--- config.mk ---
export PLATFORM = sky130hd
export DESIGN_NAME = sensor_reading_bcd_packer
export DESIGN_NICKNAME = d
export VERILOG_FILES = /design/src/sv/srbp_pkg.sv /design/src/sv/sensor_reading_bcd_packer.sv /design/src/sv/srbp_calc.sv
export SDC_FILE = /design/constraint.sdc
export NUM_CORES = 1
export LEC_CHECK = 0
export ABC_AREA = 1
export BUFFER_PORTS_ARGS = -buffer_cell sky130_fd_sc_hd__buf_2
export CAP_MARGIN = 40
export CELL_PAD_IN_SITES_DETAIL_PLACEMENT = 0
export CELL_PAD_IN_SITES_GLOBAL_PLACEMENT = 2
export CORE_MARGIN = 2
export CORE_UTILIZATION = 36
export CTS_CLUSTER_DIAMETER = 60
export DETAILED_ROUTE_END_ITERATION = 12
export PLACE_DENSITY = 0.9
export SYNTH_ARGS = -nofsm -noshare
export SYNTH_HDL_FRONTEND = slang
export SYNTH_SLANG_ARGS = --single-unit
--- constraint.sdc ---
create_clock -name clk -period 10.1 [get_ports clk]
set_clock_uncertainty 0.05 [all_clocks]
set_input_delay 1.01 -clock clk [delete_from_list [all_inputs] [get_ports clk]]
set_output_delay 1.01 -clock clk [all_outputs]
set_load 0.02 [all_outputs]
--- src/sv/srbp_pkg.sv ---
`default_nettype none

package srbp_pkg;

  localparam int TEMP_W = 16;
  localparam int ADC_W  = 10;
  localparam int ERR_W  = 2;
  localparam int VREF_W = 10;
  localparam int BCD_W  = 16;

  // Resolution of the supply converter; only the low ADC_BITS bits of a reading count.
  localparam int ADC_BITS = 10;

  localparam logic [VREF_W-1:0] VREF_RESET = VREF_W'(330);

  typedef struct packed {
    logic [TEMP_W-1:0] temp_word;
    logic [ADC_W-1:0]  adc_value;
    logic [ERR_W-1:0]  read_error;
  } srbp_in_t;

  typedef struct packed {
    logic [ERR_W-1:0] error_code;
    logic             negative_flag;
    logic [BCD_W-1:0] temp_bcd;
    logic [BCD_W-1:0] volt_bcd;
  } srbp_res_t;

endpackage

`default_nettype wire

--- src/sv/sensor_reading_bcd_packer.sv ---
// Sensor reading packer: turns one sample (temperature word, supply reading,
// read status) into a sign flag, a BCD temperature in tenths of a degree and a
// BCD supply voltage in hundredths of a volt, with the status passed along.
// Input channel: in_valid / in_stall with temp_word, adc_value, read_error.
// Output channel: out_valid / out_stall with error_code, negative_flag,
// temp_bcd, volt_bcd. A word moves when valid is high and stall is low.
// Configuration: cfg_valid / cfg_ready with cfg_data writes the converter
// reference in hundredths of a volt; cfg_ready is always high. Write it only
// while no sample is in flight.
// An accepted input word goes through one input register, the packing logic
// and one result register on its way to the output.
// Throughput is one word per cycle for as long as the output is not stalled.
// When the receiver stalls, the result register holds its word and the input
// register keeps one more; in_stall rises only once both are full.
// Reset (rst, synchronous) empties both registers and sets the reference to
// 330 hundredths of a volt.
`default_nettype none

module sensor_reading_bcd_packer (
  input  wire                              clk,
  input  wire                              rst,
  input  wire                              in_valid,
  output logic                             in_stall,
  input  wire [srbp_pkg::TEMP_W-1:0]       temp_word,
  input  wire [srbp_pkg::ADC_W-1:0]        adc_value,
  input  wire [srbp_pkg::ERR_W-1:0]        read_error,
  output logic                             out_valid,
  input  wire                              out_stall,
  output logic [srbp_pkg::ERR_W-1:0]       error_code,
  output logic                             negative_flag,
  output logic [srbp_pkg::BCD_W-1:0]       temp_bcd,
  output logic [srbp_pkg::BCD_W-1:0]       volt_bcd,
  input  wire                              cfg_valid,
  output logic                             cfg_ready,
  input  wire [srbp_pkg::VREF_W-1:0]       cfg_data
);

  logic [srbp_pkg::VREF_W-1:0] vref;
  srbp_pkg::srbp_in_t          s1_item;
  logic                        s1_valid;
  logic                        s1_valid_next;
  logic                        out_valid_next;
  logic                        in_take;
  logic                        s1_move;
  srbp_pkg::srbp_res_t         res;
  srbp_pkg::srbp_res_t         out_res;

  assign cfg_ready = 1'b1;

  always_ff @(posedge clk) begin
    if (rst) begin
      vref <= srbp_pkg::VREF_RESET;
    end else if (cfg_valid && cfg_ready) begin
      vref <= cfg_data;
    end
  end

  // The held word advances whenever the result register is empty or being taken.
  assign s1_move  = s1_valid && (!out_valid || !out_stall);
  assign in_stall = s1_valid && out_valid && out_stall;
  assign in_take  = in_valid && !in_stall;

  always_comb begin
    s1_valid_next = s1_valid;
    if (in_take) begin
      s1_valid_next = 1'b1;
    end else if (s1_move) begin
      s1_valid_next = 1'b0;
    end

    out_valid_next = out_valid;
    if (s1_move) begin
      out_valid_next = 1'b1;
    end else if (out_valid && !out_stall) begin
      out_valid_next = 1'b0;
    end
  end

  always_ff @(posedge clk) begin
    if (rst) begin
      s1_valid  <= 1'b0;
      out_valid <= 1'b0;
    end else begin
      s1_valid  <= s1_valid_next;
      out_valid <= out_valid_next;
    end
  end

  always_ff @(posedge clk) begin
    if (in_take) begin
      s1_item.temp_word  <= temp_word;
      s1_item.adc_value  <= adc_value;
      s1_item.read_error <= read_error;
    end
    if (s1_move) begin
      out_res <= res;
    end
  end

  srbp_calc u_calc (
    .item (s1_item),
    .vref (vref),
    .res  (res)
  );

  assign error_code    = out_res.error_code;
  assign negative_flag = out_res.negative_flag;
  assign temp_bcd      = out_res.temp_bcd;
  assign volt_bcd      = out_res.volt_bcd;

  a_no_drop: assert property (@(posedge clk) disable iff (rst)
    s1_valid && out_valid && out_stall |=> s1_valid && out_valid)
    else $error("held word lost while output stalled");

  a_advance: assert property (@(posedge clk) disable iff (rst)
    s1_valid && !(out_valid && out_stall) |=> out_valid)
    else $error("held word did not reach the output");

  a_status: assert property (@(posedge clk) disable iff (rst)
    s1_move |=> error_code == $past(s1_item.read_error))
    else $error("status not carried to the result");

  a_digits: assert property (@(posedge clk) disable iff (rst)
    out_valid |-> temp_bcd[3:0] == 4'd0 && temp_bcd[7:4] < 4'd10 &&
                  temp_bcd[11:8] < 4'd10 && volt_bcd[3:0] < 4'd10 &&
                  volt_bcd[7:4] < 4'd10 && volt_bcd[11:8] < 4'd10 &&
                  volt_bcd[15:12] < 4'd2)
    else $error("result digit out of BCD range");

endmodule

`default_nettype wire

--- src/sv/srbp_calc.sv ---
`default_nettype none

module srbp_calc (
  input  wire srbp_pkg::srbp_in_t             item,
  input  wire [srbp_pkg::VREF_W-1:0]          vref,
  output srbp_pkg::srbp_res_t                 res
);

  localparam int PROD_W = srbp_pkg::VREF_W + srbp_pkg::ADC_W + 1;
  localparam logic [srbp_pkg::ADC_W-1:0] ADC_MASK =
    srbp_pkg::ADC_W'((64'd1 << srbp_pkg::ADC_BITS) - 64'd1);
  localparam logic [PROD_W-1:0] ROUND_HALF =
    PROD_W'(64'd1 << (srbp_pkg::ADC_BITS - 1));

  logic [12:0]       raw;
  logic [12:0]       mag;
  logic [15:0]       scaled;
  logic [11:0]       t;
  logic [24:0]       t_mul10;
  logic [24:0]       t_mul100;
  logic [8:0]        t_div10;
  logic [5:0]        t_div100;
  logic [11:0]       t_tenths;
  logic [8:0]        t_units;

  logic [srbp_pkg::ADC_W-1:0] adc_used;
  logic [PROD_W-1:0] prod;
  logic [9:0]        v;
  logic [17:0]       v_mul10;
  logic [22:0]       v_mul100;
  logic [6:0]        v_div10;
  logic [3:0]        v_div100;
  logic              v_thou;
  logic [9:0]        v_ones;
  logic [6:0]        v_tens;
  logic [3:0]        v_hund;

  always_comb begin
    // Temperature: 13-bit count of 1/16 degree, rounded half up to tenths.
    raw    = item.temp_word[15:3];
    // Negating the most negative count gives 4096, which still fits 13 unsigned bits.
    mag    = raw[12] ? 13'(-raw) : raw;
    scaled = 16'(mag) * 16'd10 + 16'd8;
    t      = scaled[15:4];

    // Division by 10 and 100 through reciprocals, exact for t up to 2560.
    t_mul10  = 25'(t) * 25'd6554;
    t_mul100 = 25'(t) * 25'd5243;
    t_div10  = t_mul10[24:16];
    t_div100 = t_mul100[24:19];
    t_tenths = t - 12'(t_div10) * 12'd10;
    t_units  = t_div10 - 9'(t_div100) * 9'd10;

    // Voltage: stays below 1024 for every reference and reading.
    adc_used = item.adc_value & ADC_MASK;
    prod     = PROD_W'(vref) * PROD_W'(adc_used) + ROUND_HALF;
    v        = 10'(prod >> srbp_pkg::ADC_BITS);

    v_mul10  = 18'(v) * 18'd205;
    v_mul100 = 23'(v) * 23'd5243;
    v_div10  = v_mul10[17:11];
    v_div100 = v_mul100[22:19];
    v_thou   = (v >= 10'd1000);
    v_ones   = v - 10'(v_div10) * 10'd10;
    v_tens   = v_div10 - 7'(v_div100) * 7'd10;
    v_hund   = v_div100 - (v_thou ? 4'd10 : 4'd0);

    res.error_code    = item.read_error;
    res.negative_flag = raw[12];
    res.temp_bcd      = {t_div100[3:0], t_units[3:0], t_tenths[3:0], 4'd0};
    res.volt_bcd      = {3'd0, v_thou, v_hund, v_tens[3:0], v_ones[3:0]};
  end

endmodule

`default_nettype wire

== Word-level counts from Yosys, hierarchy flattened ==
Index checks and enable logic that the tools add are counted.
Word-level totals
  input bits: 43
  output and inout bits: 38
  flip-flop bits (word level): 68
  word-level logic and storage cells: 46
Cells by class
  $lt $le $gt $ge: 1
  mux-type cells: 6
  reduce and logical (&&, ||, !) cells: 11
  add/sub/neg operators: 8
  multiply operators: 10
Operators by type and width (count)
  multiplier 12 x 13 -> 25 bit, second input constant: 1
  multiplier 12 x 12 -> 24 bit, second input constant: 1
  multiplier 10 x 13 -> 23 bit, second input constant: 1
  adder 20 x 10 -> 20 bit, second input constant: 1
  multiplier 10 x 10 -> 20 bit: 1
  subtractor 4 bit: 5
  multiplier 10 x 8 -> 18 bit, second input constant: 1
  adder 16 x 4 -> 16 bit, second input constant: 1
  multiplier 13 x 3 -> 15 bit, second input constant: 1
  two-way mux 13 bit: 1
  negation 13 bit: 1
  >= comparator 10 bit, second input constant: 1
  multiplier 9 x 3 -> 3 bit, second input constant: 1
  multiplier 7 x 3 -> 3 bit, second input constant: 1
  multiplier 6 x 3 -> 3 bit, second input constant: 1
  logical AND 1 bit: 5
  multiplier 4 x 3 -> 3 bit, second input constant: 1
  two-way mux 1 bit: 4
  two-way mux 4 bit: 1
  nonzero test 2 bit: 2
  logical NOT 1 bit: 3
  logical OR 1 bit: 1

== Depth between registers and ports, before layout ==
Gate-level depths: netlist of run 1.
  depth after elaboration: 7
  mapped depth: 54
  gate-level depth less buffers: 53

== Cells and area by module ==
Synthesis of run 1 repeated with hierarchy kept, for this count alone.
Second synthesis, totals
  cells, all modules: 1837
  area, all modules: 15782.6 µm²
By module, submodules not included
  srbp_calc: instances 1, area an instance 13407.9 µm², cells each 1717, sequential area each 0.0 µm²
  sensor_reading_bcd_packer: instances 1, area an instance 2374.8 µm², cells each 120, sequential area each 2132.0 µm²

== Worst setup path after synthesis of run 1 ==
OpenSTA, ideal clock, no wires.
  path type: register to register
  from: register s1_item[5] in the netlist's numbering
  to: register out_res (netlist bit volt_bcd[7]), data pin
  path slack: 392 ps
  cell stages (with the launch flop): 47
  data arrival time: 9405 ps
  library setup time: 252 ps
  path buffers: 1
  required time: 9798 ps
  period minus slack after synthesis: 9708 ps
  cells stage by stage: edfxtp_1 -> clkbuf_1 -> nand2_1 -> fa_1 -> inv_1 -> fa_1 -> inv_1 -> fa_1 -> fa_1 -> fa_1 -> inv_1 -> ha_1 -> nand2_1 -> inv_1 -> a21boi_1 -> nand2_1 -> o21ai_4 -> nand2_4 -> [... 11 more ...] -> fa_1 -> inv_1 -> ha_1 -> nand2_1 -> nor2_1 -> nand2_1 -> nand2_1 -> nand2_1 -> nand3_1 -> xor2_1 -> nand3_1 -> nand2_1 -> inv_1 -> ha_1 -> inv_1 -> nand2_1 -> nand2_1 -> nand2_1
RTL lines
  start, declared: RTL line sensor_reading_bcd_packer.sv:39  | srbp_pkg::srbp_in_t s1_item;
  end signal, assigned: RTL line sensor_reading_bcd_packer.sv:96  | out_res <= res;
  end, declared: RTL line sensor_reading_bcd_packer.sv:46  | srbp_pkg::srbp_res_t out_res;

==> results.py, run 1 <==
metrics = {
    "final_layout": {
        "syn2layout_area_growth_pct": 13.0,
        "diodes": 0,
        "nets": 2525,
        "fillers": 4364,
        "drive_above_1_share_pct": 13.7,
    },
    "die": {
        "ios": 81,
        "die_h_um": 212,
        "dieArea_sq_mm": 0.0452,
        "core_area_sq_mm": 0.0430,
        "fp-row-count": 76,
        "start_util_pct": 36.4,
        "die_x_um": 212,
    },
    "sta": {
        "worstMarginPinSlew_ns": 0.645,
        "setup_viol": 0,
        "hold_viol_final": 0,
        "rsz0062_at_grt": "false",
        "worst_slew_margin_rel_pct": 56.9,
        "finalCriticalPeriod_ns": 9.58,
        "fin_tns_setup_ns": 0,
        "maxSlewViolCount": 0,
        "fin_crit_sh_pct": 94.8,
        "fmax_mhz": 104,
    },
    "setup_path": {
        "max_stage_delay_ns": 0.56,
        "start_kind": "flip-flop",
        "cp_common_cell": "fa_1",
        "critPathArrivalTime_ns": 9.66,
        "critPathMaxFanout": 5,
        "cp_slowest_cell": "fa_1",
        "end_kind": "flip-flop",
        "required_ns": 10.18,
        "rr_worst_depth": 41,
        "critical_path_class": "reg -> reg",
    },
    "yosys": {
        "syn-cell-area_sq_mm": 0.0156,
        "synth.area.top_cells": "fa_1, ha_1, inv_1, edfxtp_1, nand2_1",
        "syn_area_per_cell_sq_um": 8.52,
        "synth-edff-count": 53,
        "synth_cell_types": 51,
        "yosysMostFrequentCell": "inv_1",
        "ys.flop_type": "edfxtp_1",
        "yosys.area.top_type_share_pct": 25.5,
        "syn_inst": 1837,
        "synthTopCellsByCount": "inv_1, ha_1, nand2_1",
        "seq_area_frac_synth_pct": 11.7,
        "synth.ff_latch_count": 65,
        "synth-async-reset-ratio_pct": 0,
        "synth_area_leader_cell": "fa_1",
        "yosysWarnings": 0,
    },
    "cts": {
        "clock_sinks": 65,
        "cts_buffer_depth": 2,
        "cts-root-buf": "clkbuf_16",
        "clk_pin_slew_ns": 0.06,
        "htree_levels": 3,
        "clock_latency_ns": 0.39,
        "cts_buffers": 9,
        "cts_tree": "built",
    },
    "drt": {
        "drc_errors": 0,
        "drt_iter0_markers": 537,
        "drt_wl_total_mm": 36.1,
        "num_vias": 11623,
        "drt_pass1_iterations": 5,
        "ant_nets": 0,
        "routedWlPerCell_um": 14.1,
        "viasPerCell": 4.55,
    },
    "placed_design": {
        "gp_congestion": 0.870,
        "io_buffers": 69,
        "dpl.hpwl_mm": 31.7,
    },
    "outcome": {
        "status": "finished, final reports clean",
    },
    "min_path": {
        "hold_depth": 0,
        "min_path_type": "reg -> reg",
    },
    "global_route": {
        "grt_first_pass_wirelength_mm": 62.1,
        "grtUsageTotal_pct": 17.6,
        "grt_pass1_vias": 12251,
        "antenna_found_initial": 1,
        "grt_max_degree": 29,
        "grt.overflow.total": 0,
    },
    "run": {
        "drv_cap": 0,
    },
}
## critical path: cells and delay by family, from the launching register on
family	cells	cell delay, ns
adder cells (fa/ha/maj)	13	5.62
XOR/XNOR	4	0.66
AO/OA/AOI/OAI	3	0.55
buffers and inverters	7	0.67
flip-flops	1	0.50
AND/OR/NAND/NOR	14	1.27
## cell families after synthesis
family                     Yosys count  synth area share (%)
other                                2                0.0480
AOI/OAI and AO/OA                  132                  4.87
buffers and inverters              536                  13.2
adders and majority gates          517                  50.9
DFF                                 65                  11.7
xor gates and xnor gates            54                  3.53
and+or+nand+nor                    531                  15.8
## cell type report
type                    instances  area [sq um]  area share [%]
well taps                     585           732            4.14
inverters                     506          1900            10.7
clock buffers                  10           229            1.29
multi-input cells            1242         12100            68.2
clock inverters                 6          35.0           0.198
repair buffers                141           897            5.07
flip-flops and latches         65          1830            10.4
## timing repair
item	in CTS	in global routing
endpoints found under the hold margin	0	0
hold buffers	0	0
gates resized for setup	0	51
setup buffers	0	11
endpoints found under the setup margin	0	8
## cell usage in the layout, fill, tap and decap left out, types with 31 or more instances in the layout
cell and n:
inv_1 494, ha_1 307, nand2_1 300, fa_1 198, buf_2 69, buf_4 69
a21oi_1 63, nor2_1 61, edfxtp_1 53, nand3_1 52, nand2_2 31, o21ai_0 31
## per-stage QoR
stage	setup WS [ns]	instance area (sq um)	utilization, %	hold WS (ns)	cells
3_3_place_gp	0.136	17100	39.7	0.351	2529
6_report	0.521	17700	41.2	0.389	2555
4_1_cts	0.0247	17300	40.3	0.389	2545
2_1_floorplan	0.392	15700	-	0.350	1843
5_1_grt	0.00139	17700	41.2	0.399	2555
3_5_place_dp	0.0819	17100	39.7	0.373	2529
## flip-flops by register name, indices dropped and copies added, names as in the netlist
| name | count |
|---|---|
| s1_item | 25 |
| volt_bcd | 13 |
| temp_bcd | 12 |
| vref | 10 |
| error_code | 2 |
| negative_flag | 1 |
| out_valid | 1 |
| s1_valid | 1 |
## worst paths after layout
kind / start / end / slack (ns)
worst max register to register: s1_item[8] / volt_bcd[11] / 0.52
worst min-delay path: s1_item[0] / error_code[0] / 0.39
worst min register to register: s1_item[0] / error_code[0] / 0.39
worst max-delay path: s1_item[8] / volt_bcd[11] / 0.52
## layer usage
metal  wire, um  vias up  GRT usage [%]
li1           -     5916              -
met1      17500     5507           24.0
met2      16500      160           28.8
met3       1220       40           2.29
met4        861        0           5.96
met5          0        -              0
Power of run 1 is not shown: default switching activity piles up to over one toggle a cycle in this logic, so the estimate is an artifact.
==> run 2, diff against run 1 <==
Settings changed: ABC_CLOCK_PERIOD_IN_PS set to 10100, CORE_MARGIN 2 to 4, GPL_TIMING_DRIVEN set to 0.
==> results.py, run 2 (same netlist as run 1, synthesis figures left out) <==
metrics = {
    "drt": {
        "routedWlPerCell_um": 14.4,
        "dr.max_layer_used": "met4",
        "wl_met1_mm": 17.5,
        "viasPerCell": 4.54,
        "ant_nets": 0,
        "wl_met3_mm": 1.45,
        "drt_iter0_markers": 456,
        "num_vias": 11572,
        "drc_errors": 0,
        "drt_wl_total_mm": 36.7,
        "drt_pass1_iterations": 5,
        "met2_length_mm": 17.1,
    },
    "global_route": {
        "grt_pass1_vias": 12292,
        "grt.overflow.total": 0,
        "antenna_found_initial": 0,
        "grtUsageTotal_pct": 16.5,
        "grt_max_degree": 17,
        "grt_first_pass_wirelength_mm": 62.0,
    },
    "placed_design": {
        "dpl.hpwl_mm": 31.3,
        "io_buffers": 69,
        "gp_congestion": 0.869,
    },
    "cts": {
        "clock_latency_ns": 0.39,
        "cts-root-buf": "clkbuf_16",
        "cts_tree": "built",
        "hold_buffers": 0,
        "clock_sinks": 65,
        "clk_pin_slew_ns": 0.06,
        "cts_buffer_depth": 2,
        "htree_levels": 3,
        "cts_buffers": 9,
    },
    "die": {
        "fp-row-count": 76,
        "core_area_sq_mm": 0.0430,
        "die_h_um": 216,
        "dieArea_sq_mm": 0.0469,
        "die_x_um": 216,
        "ios": 81,
        "start_util_pct": 36.4,
    },
    "setup_path": {
        "required_ns": 10.18,
        "rr_worst_depth": 38,
        "cp_common_cell": "fa_1",
        "critical_path_class": "reg -> reg",
        "start_kind": "flip-flop",
        "cp_slowest_cell": "fa_1",
        "max_stage_delay_ns": 0.63,
        "critPathMaxFanout": 6,
        "end_kind": "flip-flop",
        "critPathArrivalTime_ns": 9.74,
    },
    "final_layout": {
        "final_cell_mix": "inv_1, ha_1, nand2_1",
        "syn2layout_area_growth_pct": 13.9,
        "diodes": 0,
        "nets": 2518,
        "final_util_pct": 41.5,
        "layout_commonest_cell": "inv_1",
        "fillers": 4316,
        "largest_reg_flops": 25,
        "drive_above_1_share_pct": 14.3,
        "multi_input_comb_area_sq_mm": 0.0122,
        "regArea_sq_mm": 0.00185,
        "top_register": "s1_item",
    },
    "sta": {
        "holdWs_ns": 0.366,
        "setup_viol": 0,
        "fin_crit_sh_pct": 95.7,
        "fin_tns_setup_ns": 0,
        "fmax_mhz": 104,
        "finalCriticalPeriod_ns": 9.66,
        "hold_viol_final": 0,
        "worst_slew_margin_rel_pct": 55.1,
        "maxSlewViolCount": 0,
        "worstMarginPinSlew_ns": 0.673,
    },
    "run": {
        "drv_cap": 0,
    },
    "min_path": {
        "hold_depth": 0,
        "min_path_type": "reg -> reg",
    },
    "outcome": {
        "status": "finished, final reports clean",
    },
}
==> run 2: changes by cell type in the layout (fill, tap and decap cells not counted), moves of 4 or more <==
| cell | change |
|---|---|
| dfxtp_1 | -8 |
| inv_1 | -4 |
| buf_4 | -12 |
| ha_4 | +4 |
| dfxtp_2 | +5 |
==> run 2: worst paths after layout <==
kind	start	to	slack (ns)
worst max-delay path	s1_item[9]	volt_bcd[3]	0.44
worst min-delay path	s1_item[1]	error_code[1]	0.37
worst max register to register	s1_item[9]	volt_bcd[3]	0.44
worst min register to register	s1_item[1]	error_code[1]	0.37
==> run 2: final cells by class <==
| class | count | share of cell area (%) |
|---|---|---|
| buffer | 13 | 0.569 |
| clock buffer | 11 | 1.36 |
| clock inverter | 5 | 0.183 |
| inverter | 506 | 10.7 |
| multi-input combinational | 1242 | 68.3 |
| sequential | 65 | 10.4 |
| tap | 585 | 4.11 |
| timing repair buffer | 121 | 4.42 |
==> run 2: what timing repair did <==
| item | CTS | global route |
|---|---|---|
| gates resized for setup | 32 | 49 |
| buffers inserted | 22 | 25 |
| pin swaps | 10 | 42 |
| endpoints found under the setup margin | 9 | 8 |
==> run 2: per-layer routing <==
layer	up-vias	GRT usage [%]
met2	177	27.2
met3	31	2.47
met4	0	4.59
met1	5473	22.7
li1	5891	-
met5	-	0
==> run 2: stage by stage <==
stage | area [sq um] | instances | setup slack (ns)
after floorplan | 15700 | 1843 | 0.392
after detailed placement | 16800 | 2502 | -1.25
after CTS | 17400 | 2524 | -0.00404
final | 17800 | 2548 | 0.439
after global placement | 16700 | 2497 | -1.24
after global routing | 17800 | 2548 | -0.0124
==> run 2: critical path, delay by kind of cell (launching register included) <==
| family | cells | cell delay (ns) |
|---|---|---|
| AOI/OAI and AO/OA | 7 | 1.31 |
| xor gates and xnor gates | 3 | 0.61 |
| adders and majority gates | 13 | 5.68 |
| buffers and inverters | 6 | 0.48 |
| DFF | 1 | 0.46 |
| and+or+nand+nor | 9 | 0.83 |
Power of run 2 is left out for the same reason.
